**config.mk**
```make
export PLATFORM = sky130hd
export DESIGN_NAME = condition_wait_queue
export DESIGN_NICKNAME = d
export VERILOG_FILES = /design/src/design/cwq_pkg.sv /design/src/design/cwq_ram.sv /design/src/design/cwq_ctrl.sv /design/src/design/cwq_dp.sv /design/src/design/condition_wait_queue.sv
export SDC_FILE = /design/constraint.sdc
export NUM_CORES = 1
export LEC_CHECK = 0
export ABC_AREA = 1
export BUFFER_PORTS_ARGS = -buffer_cell sky130_fd_sc_hd__clkbuf_2
export CAP_MARGIN = 20
export CORE_ASPECT_RATIO = 2
export CORE_MARGIN = 2
export CORE_UTILIZATION = 55
export CTS_CLUSTER_DIAMETER = 80
export CTS_CLUSTER_SIZE = 8
export DETAILED_ROUTE_END_ITERATION = 8
export MAX_ROUTING_LAYER = met4
export PLACE_DENSITY = 0.79
export SETUP_SLACK_MARGIN = 0.15
export SYNTH_ARGS = -nofsm -noshare
export SYNTH_HDL_FRONTEND = slang
export SYNTH_SLANG_ARGS = --single-unit
```
**constraint.sdc**
```tcl
create_clock -name clk -period 4.89 [get_ports clk]
set_input_delay 0.489 -clock clk [delete_from_list [all_inputs] [get_ports clk]]
set_output_delay 0.489 -clock clk [all_outputs]
set_load 0.01 [all_outputs]
```
**src/design/cwq_pkg.sv**
```systemverilog
`timescale 1ns / 1ps
`default_nettype none

package cwq_pkg;

    localparam int QUEUE_SLOTS_DEF = 16;
    localparam int ID_BITS_DEF     = 8;

    localparam int ACTION_W = 3;
    localparam int TID_W    = 8;
    localparam int STATUS_W = 2;
    localparam int COUNT_W  = 4;
    localparam int OUT_W    = STATUS_W + 1 + TID_W + 1 + COUNT_W;

    typedef enum logic [ACTION_W-1:0] {
        ACT_WAIT      = 3'd0,
        ACT_SIGNAL    = 3'd1,
        ACT_BROADCAST = 3'd2,
        ACT_CANCEL    = 3'd3,
        ACT_DESTROY   = 3'd4
    } act_t;

    typedef enum logic [STATUS_W-1:0] {
        ST_OK      = 2'd0,
        ST_FULL    = 2'd1,
        ST_EMPTY   = 2'd2,
        ST_WAITERS = 2'd3
    } status_t;

    typedef enum logic [2:0] {
        S_IDLE,
        S_DISPATCH,
        S_SIG_WAIT,
        S_BC_EMIT,
        S_CAN_CMP,
        S_CAN_SHIFT,
        S_FINAL
    } state_t;

    typedef enum logic [1:0] {
        RD_HEAD,
        RD_NEXT,
        RD_NEXT2
    } rd_sel_t;

    // controller -> datapath
    typedef struct packed {
        logic    in_ready;
        logic    load_res;
        status_t res_status;
        logic    set_woken;
        logic    set_removed;
        logic    rd_en;
        rd_sel_t rd_sel;
        logic    scan_adv;
        logic    wr_tail;
        logic    wr_shift;
        logic    head_inc;
        logic    tail_dec;
        logic    clear_ptrs;
        logic    emit_final;
        logic    emit_bcast;
    } cmd_t;

    // datapath -> controller
    typedef struct packed {
        act_t action;
        logic full;
        logic empty;
        logic id_match;
        logic next_is_tail;
        logic next2_is_tail;
        logic out_free;
    } sts_t;

endpackage

`default_nettype wire

```
**src/design/cwq_ram.sv**
```systemverilog
`timescale 1ns / 1ps
`default_nettype none

module cwq_ram #(
    parameter int WIDTH = 8,
    parameter int DEPTH = 16
) (
    input  wire logic                     clk,
    input  wire logic                     wr_en,
    input  wire logic [$clog2(DEPTH)-1:0] wr_addr,
    input  wire logic [WIDTH-1:0]         wr_data,
    input  wire logic                     rd_en,
    input  wire logic [$clog2(DEPTH)-1:0] rd_addr,
    output logic      [WIDTH-1:0]         rd_data
);

    logic [WIDTH-1:0] mem [DEPTH];

    always_ff @(posedge clk)
    begin
        if (wr_en)
        begin
            mem[wr_addr] <= wr_data;
        end
        if (rd_en)
        begin
            rd_data <= mem[rd_addr];
        end
    end

endmodule

`default_nettype wire

```
**src/design/cwq_ctrl.sv**
```systemverilog
`timescale 1ns / 1ps
`default_nettype none

module cwq_ctrl
    import cwq_pkg::*;
(
    input  wire logic clk,
    input  wire logic rst_n,
    input  wire logic s_tvalid,
    input  wire sts_t sts,
    output cmd_t      cmd
);

    state_t state_reg, state_next;

    always_ff @(posedge clk or negedge rst_n)
    begin
        if (!rst_n)
        begin
            state_reg <= S_IDLE;
        end
        else
        begin
            state_reg <= state_next;
        end
    end

    always_comb
    begin
        state_next = state_reg;
        unique case (state_reg)
            S_IDLE:
            begin
                if (s_tvalid)
                begin
                    state_next = S_DISPATCH;
                end
            end
            S_DISPATCH:
            begin
                case (sts.action)
                    ACT_SIGNAL:    state_next = sts.empty ? S_FINAL : S_SIG_WAIT;
                    ACT_BROADCAST: state_next = sts.empty ? S_FINAL : S_BC_EMIT;
                    ACT_CANCEL:    state_next = sts.empty ? S_FINAL : S_CAN_CMP;
                    default:       state_next = S_FINAL;
                endcase
            end
            S_SIG_WAIT:
            begin
                state_next = S_FINAL;
            end
            S_BC_EMIT:
            begin
                if (sts.out_free && sts.next_is_tail)
                begin
                    state_next = S_IDLE;
                end
            end
            S_CAN_CMP:
            begin
                if (sts.next_is_tail)
                begin
                    state_next = S_FINAL;
                end
                else if (sts.id_match)
                begin
                    state_next = S_CAN_SHIFT;
                end
            end
            S_CAN_SHIFT:
            begin
                if (sts.next2_is_tail)
                begin
                    state_next = S_FINAL;
                end
            end
            S_FINAL:
            begin
                if (sts.out_free)
                begin
                    state_next = S_IDLE;
                end
            end
            default:
            begin
                state_next = S_IDLE;
            end
        endcase
    end

    always_comb
    begin
        cmd = '0;
        cmd.res_status = ST_OK;
        cmd.rd_sel     = RD_HEAD;
        unique case (state_reg)
            S_IDLE:
            begin
                cmd.in_ready = 1'b1;
            end
            S_DISPATCH:
            begin
                cmd.load_res = 1'b1;
                case (sts.action)
                    ACT_WAIT:
                    begin
                        if (sts.full)
                        begin
                            cmd.res_status = ST_FULL;
                        end
                        else
                        begin
                            cmd.wr_tail = 1'b1;
                        end
                    end
                    ACT_SIGNAL:
                    begin
                        if (sts.empty)
                        begin
                            cmd.res_status = ST_EMPTY;
                        end
                        else
                        begin
                            cmd.rd_en = 1'b1;
                        end
                    end
                    ACT_BROADCAST:
                    begin
                        cmd.rd_en      = !sts.empty;
                        cmd.clear_ptrs = sts.empty;
                    end
                    ACT_CANCEL:
                    begin
                        cmd.rd_en = !sts.empty;
                    end
                    ACT_DESTROY:
                    begin
                        if (sts.empty)
                        begin
                            cmd.clear_ptrs = 1'b1;
                        end
                        else
                        begin
                            cmd.res_status = ST_WAITERS;
                        end
                    end
                    default:
                    begin
                        cmd.res_status = ST_OK;
                    end
                endcase
            end
            S_SIG_WAIT:
            begin
                cmd.head_inc  = 1'b1;
                cmd.set_woken = 1'b1;
            end
            S_BC_EMIT:
            begin
                if (sts.out_free)
                begin
                    cmd.emit_bcast = 1'b1;
                    if (sts.next_is_tail)
                    begin
                        cmd.clear_ptrs = 1'b1;
                    end
                    else
                    begin
                        cmd.rd_en    = 1'b1;
                        cmd.rd_sel   = RD_NEXT;
                        cmd.scan_adv = 1'b1;
                    end
                end
            end
            S_CAN_CMP:
            begin
                if (sts.id_match)
                begin
                    cmd.set_removed = 1'b1;
                    if (sts.next_is_tail)
                    begin
                        cmd.tail_dec = 1'b1;
                    end
                    else
                    begin
                        // fetch the entry after the match, scan stays on the hole
                        cmd.rd_en  = 1'b1;
                        cmd.rd_sel = RD_NEXT;
                    end
                end
                else if (!sts.next_is_tail)
                begin
                    cmd.rd_en    = 1'b1;
                    cmd.rd_sel   = RD_NEXT;
                    cmd.scan_adv = 1'b1;
                end
            end
            S_CAN_SHIFT:
            begin
                cmd.wr_shift = 1'b1;
                cmd.scan_adv = 1'b1;
                if (sts.next2_is_tail)
                begin
                    cmd.tail_dec = 1'b1;
                end
                else
                begin
                    cmd.rd_en  = 1'b1;
                    cmd.rd_sel = RD_NEXT2;
                end
            end
            S_FINAL:
            begin
                cmd.emit_final = sts.out_free;
            end
            default:
            begin
                cmd.in_ready = 1'b0;
            end
        endcase
    end

endmodule

`default_nettype wire

```
**src/design/cwq_dp.sv**
```systemverilog
`timescale 1ns / 1ps
`default_nettype none

module cwq_dp
    import cwq_pkg::*;
#(
    parameter int QUEUE_SLOTS = QUEUE_SLOTS_DEF,
    parameter int ID_BITS     = ID_BITS_DEF
) (
    input  wire logic                clk,
    input  wire logic                rst_n,
    input  wire logic                s_tvalid,
    input  wire logic [TID_W-1:0]    s_tdata,
    input  wire logic [ACTION_W-1:0] s_tuser,
    input  wire logic                m_tready,
    input  wire cmd_t                cmd,
    output sts_t                     sts,
    output logic                     m_tvalid,
    output logic [OUT_W-1:0]         m_tdata,
    output logic                     m_tlast
);

    localparam int PTR_W = $clog2(QUEUE_SLOTS);

    function automatic logic [PTR_W-1:0] slot_inc(input logic [PTR_W-1:0] p);
        if (p == PTR_W'(QUEUE_SLOTS - 1))
        begin
            return '0;
        end
        return p + 1'b1;
    endfunction

    function automatic logic [PTR_W-1:0] slot_dec(input logic [PTR_W-1:0] p);
        if (p == '0)
        begin
            return PTR_W'(QUEUE_SLOTS - 1);
        end
        return p - 1'b1;
    endfunction

    logic [PTR_W-1:0]    head_reg, head_next;
    logic [PTR_W-1:0]    tail_reg, tail_next;
    logic [PTR_W-1:0]    scan_reg, scan_next;
    logic [ACTION_W-1:0] act_reg;
    logic [TID_W-1:0]    tid_reg;
    status_t             res_status_reg;
    logic                res_woken_reg;
    logic                res_removed_reg;

    logic                out_valid_reg, out_valid_next;
    logic [STATUS_W-1:0] o_status_reg;
    logic                o_wv_reg;
    logic [TID_W-1:0]    o_wid_reg;
    logic                o_rem_reg;
    logic [COUNT_W-1:0]  o_cnt_reg;
    logic                o_last_reg;

    logic [PTR_W-1:0]    scan_p1, scan_p2;
    logic [PTR_W:0]      total;
    logic                ram_wr_en;
    logic [PTR_W-1:0]    ram_wr_addr;
    logic [ID_BITS-1:0]  ram_wr_data;
    logic [PTR_W-1:0]    ram_rd_addr;
    logic [ID_BITS-1:0]  ram_rd_data;
    logic                accept;

    assign accept  = s_tvalid && cmd.in_ready;
    assign scan_p1 = slot_inc(scan_reg);
    assign scan_p2 = slot_inc(scan_p1);
    assign total   = (tail_reg >= head_reg)
                   ? {1'b0, tail_reg} - {1'b0, head_reg}
                   : {1'b0, tail_reg} + (PTR_W+1)'(QUEUE_SLOTS) - {1'b0, head_reg};

    assign sts.action        = act_t'(act_reg);
    assign sts.full          = (slot_inc(tail_reg) == head_reg);
    assign sts.empty         = (head_reg == tail_reg);
    assign sts.id_match      = (ram_rd_data == ID_BITS'(tid_reg));
    assign sts.next_is_tail  = (scan_p1 == tail_reg);
    assign sts.next2_is_tail = (scan_p2 == tail_reg);
    assign sts.out_free      = !out_valid_reg || m_tready;

    // ring write: enqueue at tail, or close the gap during cancel
    assign ram_wr_en   = cmd.wr_tail || cmd.wr_shift;
    assign ram_wr_addr = cmd.wr_shift ? scan_reg : tail_reg;
    assign ram_wr_data = cmd.wr_shift ? ram_rd_data : ID_BITS'(tid_reg);

    always_comb
    begin
        unique case (cmd.rd_sel)
            RD_HEAD:  ram_rd_addr = head_reg;
            RD_NEXT:  ram_rd_addr = scan_p1;
            RD_NEXT2: ram_rd_addr = scan_p2;
            default:  ram_rd_addr = head_reg;
        endcase
    end

    cwq_ram #(
        .WIDTH (ID_BITS),
        .DEPTH (QUEUE_SLOTS)
    ) u_ring (
        .clk     (clk),
        .wr_en   (ram_wr_en),
        .wr_addr (ram_wr_addr),
        .wr_data (ram_wr_data),
        .rd_en   (cmd.rd_en),
        .rd_addr (ram_rd_addr),
        .rd_data (ram_rd_data)
    );

    always_comb
    begin
        head_next = head_reg;
        tail_next = tail_reg;
        scan_next = scan_reg;
        if (cmd.head_inc)
        begin
            head_next = slot_inc(head_reg);
        end
        if (cmd.wr_tail)
        begin
            tail_next = slot_inc(tail_reg);
        end
        if (cmd.tail_dec)
        begin
            tail_next = slot_dec(tail_reg);
        end
        if (cmd.clear_ptrs)
        begin
            head_next = '0;
            tail_next = '0;
        end
        if (cmd.rd_en && cmd.rd_sel == RD_HEAD)
        begin
            scan_next = head_reg;
        end
        else if (cmd.scan_adv)
        begin
            scan_next = scan_p1;
        end
    end

    assign out_valid_next = (cmd.emit_final || cmd.emit_bcast) ? 1'b1
                          : (m_tready ? 1'b0 : out_valid_reg);

    always_ff @(posedge clk or negedge rst_n)
    begin
        if (!rst_n)
        begin
            head_reg      <= '0;
            tail_reg      <= '0;
            scan_reg      <= '0;
            out_valid_reg <= 1'b0;
        end
        else
        begin
            head_reg      <= head_next;
            tail_reg      <= tail_next;
            scan_reg      <= scan_next;
            out_valid_reg <= out_valid_next;
        end
    end

    always_ff @(posedge clk)
    begin
        if (accept)
        begin
            act_reg <= s_tuser;
            tid_reg <= s_tdata;
        end
        if (cmd.load_res)
        begin
            res_status_reg  <= cmd.res_status;
            res_woken_reg   <= 1'b0;
            res_removed_reg <= 1'b0;
        end
        if (cmd.set_woken)
        begin
            res_woken_reg <= 1'b1;
        end
        if (cmd.set_removed)
        begin
            res_removed_reg <= 1'b1;
        end
        if (cmd.emit_final)
        begin
            o_status_reg <= res_status_reg;
            o_wv_reg     <= res_woken_reg;
            o_wid_reg    <= res_woken_reg ? TID_W'(ram_rd_data) : '0;
            o_rem_reg    <= res_removed_reg;
            o_cnt_reg    <= COUNT_W'(total);
            o_last_reg   <= 1'b1;
        end
        else if (cmd.emit_bcast)
        begin
            o_status_reg <= ST_OK;
            o_wv_reg     <= 1'b1;
            o_wid_reg    <= TID_W'(ram_rd_data);
            o_rem_reg    <= 1'b0;
            o_cnt_reg    <= '0;
            o_last_reg   <= sts.next_is_tail;
        end
    end

    assign m_tvalid = out_valid_reg;
    assign m_tdata  = {o_cnt_reg, o_rem_reg, o_wid_reg, o_wv_reg, o_status_reg};
    assign m_tlast  = o_last_reg;

endmodule

`default_nettype wire

```
**src/design/condition_wait_queue.sv**
```systemverilog
`timescale 1ns / 1ps
`default_nettype none

// Channel   Dir  Handshake          Payload
// s_*       in   s_tvalid/s_tready  tuser: action; tdata: thread_id
// m_*       out  m_tvalid/m_tready  tdata: status, woken_valid, woken_id,
//                                   removed, waiter_count; tlast: last
//
// One action at a time. Broadcast does one ring read per item. Cancel
// makes the compare walk up to the match, then shifts each later entry down
// by one slot (one ring read and one ring write per shift). Reset clears
// head/tail and the output valid; ring contents are not cleared. A stalled
// m_tready holds the sequencer at the next result item.

module condition_wait_queue
    import cwq_pkg::*;
#(
    parameter int QUEUE_SLOTS = QUEUE_SLOTS_DEF,
    parameter int ID_BITS     = ID_BITS_DEF
) (
    input  wire logic                clk,
    input  wire logic                rst_n,
    input  wire logic                s_tvalid,
    output logic                     s_tready,
    input  wire logic [TID_W-1:0]    s_tdata,   // thread_id
    input  wire logic [ACTION_W-1:0] s_tuser,   // action
    output logic                     m_tvalid,
    input  wire logic                m_tready,
    // status[1:0], woken_valid[2], woken_id[10:3], removed[11], waiter_count[15:12]
    output logic [OUT_W-1:0]         m_tdata,
    output logic                     m_tlast
);

    cmd_t cmd;
    sts_t sts;

    cwq_ctrl u_ctrl (
        .clk      (clk),
        .rst_n    (rst_n),
        .s_tvalid (s_tvalid),
        .sts      (sts),
        .cmd      (cmd)
    );

    cwq_dp #(
        .QUEUE_SLOTS (QUEUE_SLOTS),
        .ID_BITS     (ID_BITS)
    ) u_dp (
        .clk      (clk),
        .rst_n    (rst_n),
        .s_tvalid (s_tvalid),
        .s_tdata  (s_tdata),
        .s_tuser  (s_tuser),
        .m_tready (m_tready),
        .cmd      (cmd),
        .sts      (sts),
        .m_tvalid (m_tvalid),
        .m_tdata  (m_tdata),
        .m_tlast  (m_tlast)
    );

    assign s_tready = cmd.in_ready;

endmodule

`default_nettype wire
```
# Word level (Yosys, flattened, before mapping)
# Memory sizes are Yosys's and may differ from the RTL's. A register that Yosys moved wholly into a read port is not among the register bits.
# Index checks and enable logic that the tools add are counted.
[word_totals] register_bits=48 ramBits=128 inputBits=15 mem_count=1
[op_classes] add_sub_neg=8 n_lt_le_gt_ge=1 eq_ne=26 mux=90 reduce_logical=19
[mem_list] memory="u_dp.u_ring.mem" words=16 width=8 rd=1 rd_clocked_by_memory_dff=1 wr=1 line_no="cwq_ram.sv:17" text="logic [WIDTH-1:0] mem [DEPTH];"
[op_table] op="$mux W4" n=24
[op_table] op="$mux W3" n=12
[op_table] op="$mux W1" n=35
[op_table] op="$mux W8" n=4
[op_table] op="$pmux W3 S7" n=1
[op_table] op="$add A4 B1 Y4 const B" n=5
[op_table] op="$pmux W3 S3" n=2
[op_table] op="$eq A4 B4 Y1" n=4
[op_table] op="$eq A4 B4 Y1 const B" n=4
[op_table] op="$eq A3 B2 Y1 const B" n=4
[op_table] op="$eq A3 B3 Y1 const B" n=4
[op_table] op="$mux W2" n=5
[op_table] op="$eq A8 B8 Y1" n=1
[op_table] op="$pmux W1 S2" n=4
[op_table] op="$pmux W4 S2" n=1
[op_table] op="$reduce_bool A2 Y1" n=4
[op_table] op="$sub A4 B4 Y4" n=2
[op_table] op="$eq A3 B1 Y1 const B" n=2
[op_table] op="$logic_not A3 Y1" n=2
[op_table] op="$pmux W2 S3" n=1
[op_table] op="$reduce_and A5 Y1" n=1
[op_table] op="$ge A4 B4 Y1" n=1
[op_table] op="$logic_not A4 Y1" n=1
[op_table] op="$ne A2 B1 Y1 const B" n=2
[op_table] op="12 further kinds" n=18

# Longest topological paths before layout
[depth] word_depth=13 mapped_depth=24

# Hierarchy
# Synthesis repeated with hierarchy kept, for this count alone.
[hier_totals] cells_unflattened=929 area_unflattened_um2=8948.6
[modules_own_cells] mod="cwq_ram" instances=1 cells_each=551 area_each_um2=5853.1 seq_area_each_um2=4083.9
[modules_own_cells] mod="cwq_dp" instances=1 cells_each=288 area_each_um2=2562.5 seq_area_each_um2=1256.2
[modules_own_cells] mod="cwq_ctrl" instances=1 cells_each=90 area_each_um2=533.0 seq_area_each_um2=75.1

# Worst setup path after synthesis
# OpenSTA, ideal clock, no wires.
[synth_path] kind="reg2reg" start="reg u_dp.scan_reg[0]" end="reg u_dp.u_ring.rd_data[5], read port of u_dp.u_ring.mem (data pin)" setup_time_ns=0.254 t_arrival_ns=2.795 t_required_ns=4.636 path_slack_ns=1.841 stages_incl_launch_ff=19 n_path_buf=1 synth_period_minus_slack_ns=3.049 path_cell_list="dfrtp_1 > inv_1 > ha_1 > inv_1 > nand2_1 > nor2_1 > nand2_1 > nand2_1 > nand2_1 > nand3_1 > nand2_2 > ha_1 > a21oi_1 > a22oi_4 > inv_1 > buf_1 > nand3_1 > nand3_1 > nand2_1"
[synth_between] elab_chain_cells=11
[synth_lines] item="start: declaration" line_no="cwq_dp.sv:43" text="logic [PTR_W-1:0] scan_reg, scan_next;"
[synth_lines] item="start signal: assignment" line_no="cwq_dp.sv:158" text="scan_reg <= scan_next;"
[synth_lines] item="branches (longest 2 deep; another with $add A4 B1 Y4)"
[synth_lines] item="$mux W4 (*)" line_no="cwq_dp.sv:30" text="return p + 1'b1;"
[synth_lines] item="branches (longest 8 deep; another with $add A4 B1 Y4)"
[synth_lines] item="end: declaration" line_no="cwq_ram.sv:14" text="output logic [WIDTH-1:0] rd_data"
# Every way passes the cells marked *.
# A chain may end at the register's enable or synchronous reset.

# Worst setup path after layout
[layout_path] start="reg u_dp.scan_reg[0]" end="reg u_dp.u_ring.rd_data[0], read port of u_dp.u_ring.mem (data pin)"
# The elaborated chain is that of the path after synthesis.

==> impl_metrics.csv <==
group,metric,value,unit
critical_path,cp.required,5.19,ns
yosys,syn-instance-count,889,
yosys,ys_ff_latch,184,
yosys,yosys.area.top_type,"edfxtp_1",
cells_and_area,multi_input_area,2860,um2
cells_and_area,diodes,0,
drt,drt-total-wl,21800,um
die,die_y,182,um
die,rows,65,
sta,skew,0.0116,ns
critical_path,cp_num_cells,20,
clock_network,cts_buffer_depth,2,
place,portBuffers,33,
critical_path,worstReg2RegEnd,"u_dp.u_ring.rd_data[0]$_DFFE_PP_",
global_route,gr-usage-all-layers,0.278,
clock_network,cts_buffers,17,
sta,tns,0,ns
die,dieWidth,93.2,um
critical_path,max_stage_delay,0.49,ns
critical_path,worstSetupStartpointType,"register",
drt,drtAntennaViolNets,0,
sta,fmax,236,MHz
clock_network,clkSlewWorstSetupHoldPaths,0.07,ns
critical_path,r2r_cells,20,
critical_path,critPathLaunch,"u_dp.scan_reg[0]$_DFFE_PN0P_",
sta,period_share,0.865,
global_route,grt_max_degree,41,
critical_path,r2r-start,"u_dp.scan_reg[0]$_DFFE_PN0P_",
global_route,grt_pass1_vias,6387,
critical_path,cp.buffers_inverters,3,
cells_and_area,fillCellCount,1222,
cells_and_area,final_common_cell,"nand2_1",
clock_network,post_cts_resized,0,
sta,max_slew_margin,0.382,
sta,setup_viol,0,
drt,num_vias,6469,
cells_and_area,area_growth,10.2,%
min_path,hold_path_class,"input port to register",
cells_and_area,nNetsFinal,951,
clock_network,tritoncts,"done",
outcome,status,"finished clean",
yosys,yosysWarnings,0,
drt,viasPerCell,5.69,
global_route,grt_pass1_wl,33500,um
clock_network,htree_levels,4,
sta,hold_viol_final,0,
cells_and_area,largest_reg_flops,128,
yosys,synthDistinctLibCells,43,
yosys,yosysTopAreaCellShare,0.566,
yosys,yosysSeqAreaShare,0.619,
critical_path,end_kind,"register",
min_path,hold_start,"s_tuser[0]",
drt,drt_drc_violations_left,0,
die,initial_utilization,0.557,
yosys,syn_area,8750,um2
drt,post_drt_wl_per_cell,19.2,um
sta,rsz0062_at_grt,"no",
critical_path,worstPathCellList,"inv_1, ha_1, inv_1, nand2_1, nor2_1, nand2_1, nand2_1, nand2_1, nand3_1, nand2_2, ha_1, nand2_1, nand2_4, inv_4, nand2_1, nand2_1, nand2_1, nand3_1, nand3_1, nand2_1",
clock_network,cts-root-buf,"clkbuf_16",
critical_path,cp_top_family,"simple AND/OR/NAND/NOR gates",
job,maxCapViolCount,0,
critical_path,crit_path_top_delay_cell,"nand2_1",
critical_path,crit_type,"register to register",
global_route,antenna_found_initial,0,
critical_path,arrival,4.53,ns
place,gp_congestion,0.973,
cells_and_area,layout_common_cells,"331 x nand2_1, 165 x edfxtp_1, 102 x nand3_1, 63 x inv_1, 54 x nor2_1",
clock_network,cts_num_sinks,184,
critical_path,crit_end,"u_dp.u_ring.rd_data[0]$_DFFE_PP_",
critical_path,crit_top_cell,"nand2_1",
drt,drtIter0Drc,626,
sta,tightest_slew,0.924,ns
yosys,syn-num-nets,917,
critical_path,crit_fanout,40,
die,dieArea,17000,um2
clock_network,clock_latency,0.44,ns
place,place.detailed.hpwl,15700,um
die,core,15700,um2
die,io_pins,34,
yosys,syn_avg_cell_area,9.84,um2
cells_and_area,top_register,"u_dp.u_ring.mem",
drt,dr.pass1.iters,6,
critical_path,r2r_setup_slack,0.66,ns
sta,min_period,4.23,ns
cells_and_area,seq_area,5420,um2
sta,drv_slew,0,
cells_and_area,drive_above_1_share,0.113,
global_route,grt-ovfl-total,0,
yosys,yosys-top-cells-area,"edfxtp_1 57%, nand2_1 14%, nand3_1 5.8%",
logic make-up (layout without fill, tap and decap cells):
group / Yosys count / count (layout) / share of synthesized area
AO/OA/AOI/OAI: 54 / 54 / 0.0376
XOR/XNOR: 17 / 17 / 0.0170
adder cells (fa/ha/maj): 13 / 13 / 0.0195
buffers and inverters: 102 / 149 / 0.0536
flip-flops: 184 / 184 / 0.619
AND/OR/NAND/NOR: 519 / 519 / 0.253
timing repair:
item	4_1_cts	5_1_grt
hold buffers	1	0
buffers inserted	0	0
endpoints found under the hold margin	5	0
cells in the mapped netlist (all sizes together):
cell,instances
nor2,59
xnor2,5
a211oi,1
buf,26
o211ai,9
a21oi,13
clkbuf,4
dfrtp,16
nand4,4
nand2,339
nand3,106
clkinv,1
nor4,2
nor3,7
a22oi,1
or2,2
o22ai,2
edfxtp,165
dfxtp,3
inv,71
xor2,12
o21ai,27
ha,12
fa,1
a311oi,1
how the worst min path moves through the flow:
| stage | end | slack, ns | cells past startpoint |
|---|---|---|---|
| after floorplan | u_ctrl.state_reg[0]$_DFFE_PN0P_ | 0.19 | 0 |
| after global placement | u_dp.m_tvalid$_DFFE_PN0P_ | 0.45 | 1 |
| after detailed placement | u_dp.m_tvalid$_DFFE_PN0P_ | 0.46 | 1 |
| after CTS | u_dp.tid_reg[4]$_DFFE_PP_ | 0.21 | 1 |
| after global routing | u_dp.tid_reg[4]$_DFFE_PP_ | 0.22 | 1 |
| final | u_dp.act_reg[0]$_DFFE_PP_ | 0.22 | 1 |
cell type report:
type / instances / area share
repair buffers: 45 / 0.0267
clock inverters: 13 / 0.0148
flip-flops and latches: 184 / 0.562
clock buffers: 19 / 0.0449
multi-input cells: 603 / 0.297
well taps: 201 / 0.0261
inverters: 72 / 0.0283
per-layer routing:
metal,track usage,up-vias,part of all wire
li1,-,3038,-
met1,0.247,3023,0.32
met2,0.508,308,0.56
met3,0.0479,100,0.049
met4,0.201,0,0.074
met5,-,-,0
stage by stage:
stage	setup slack, ns	hold WS [ns]	utilization	cell area (um2)	std cells
after floorplan	1.84	0.193	-	8750	889
after global placement	0.844	0.447	0.576	9040	1103
after detailed placement	0.794	0.458	0.577	9050	1104
after CTS	0.759	0.212	0.614	9640	1137
after global routing	0.463	0.216	0.614	9640	1137
final	0.659	0.223	0.614	9640	1137
Power is left out: the tool's default activity adds up to more than one toggle a clock period on the data nets, which glitch-free logic cannot reach.
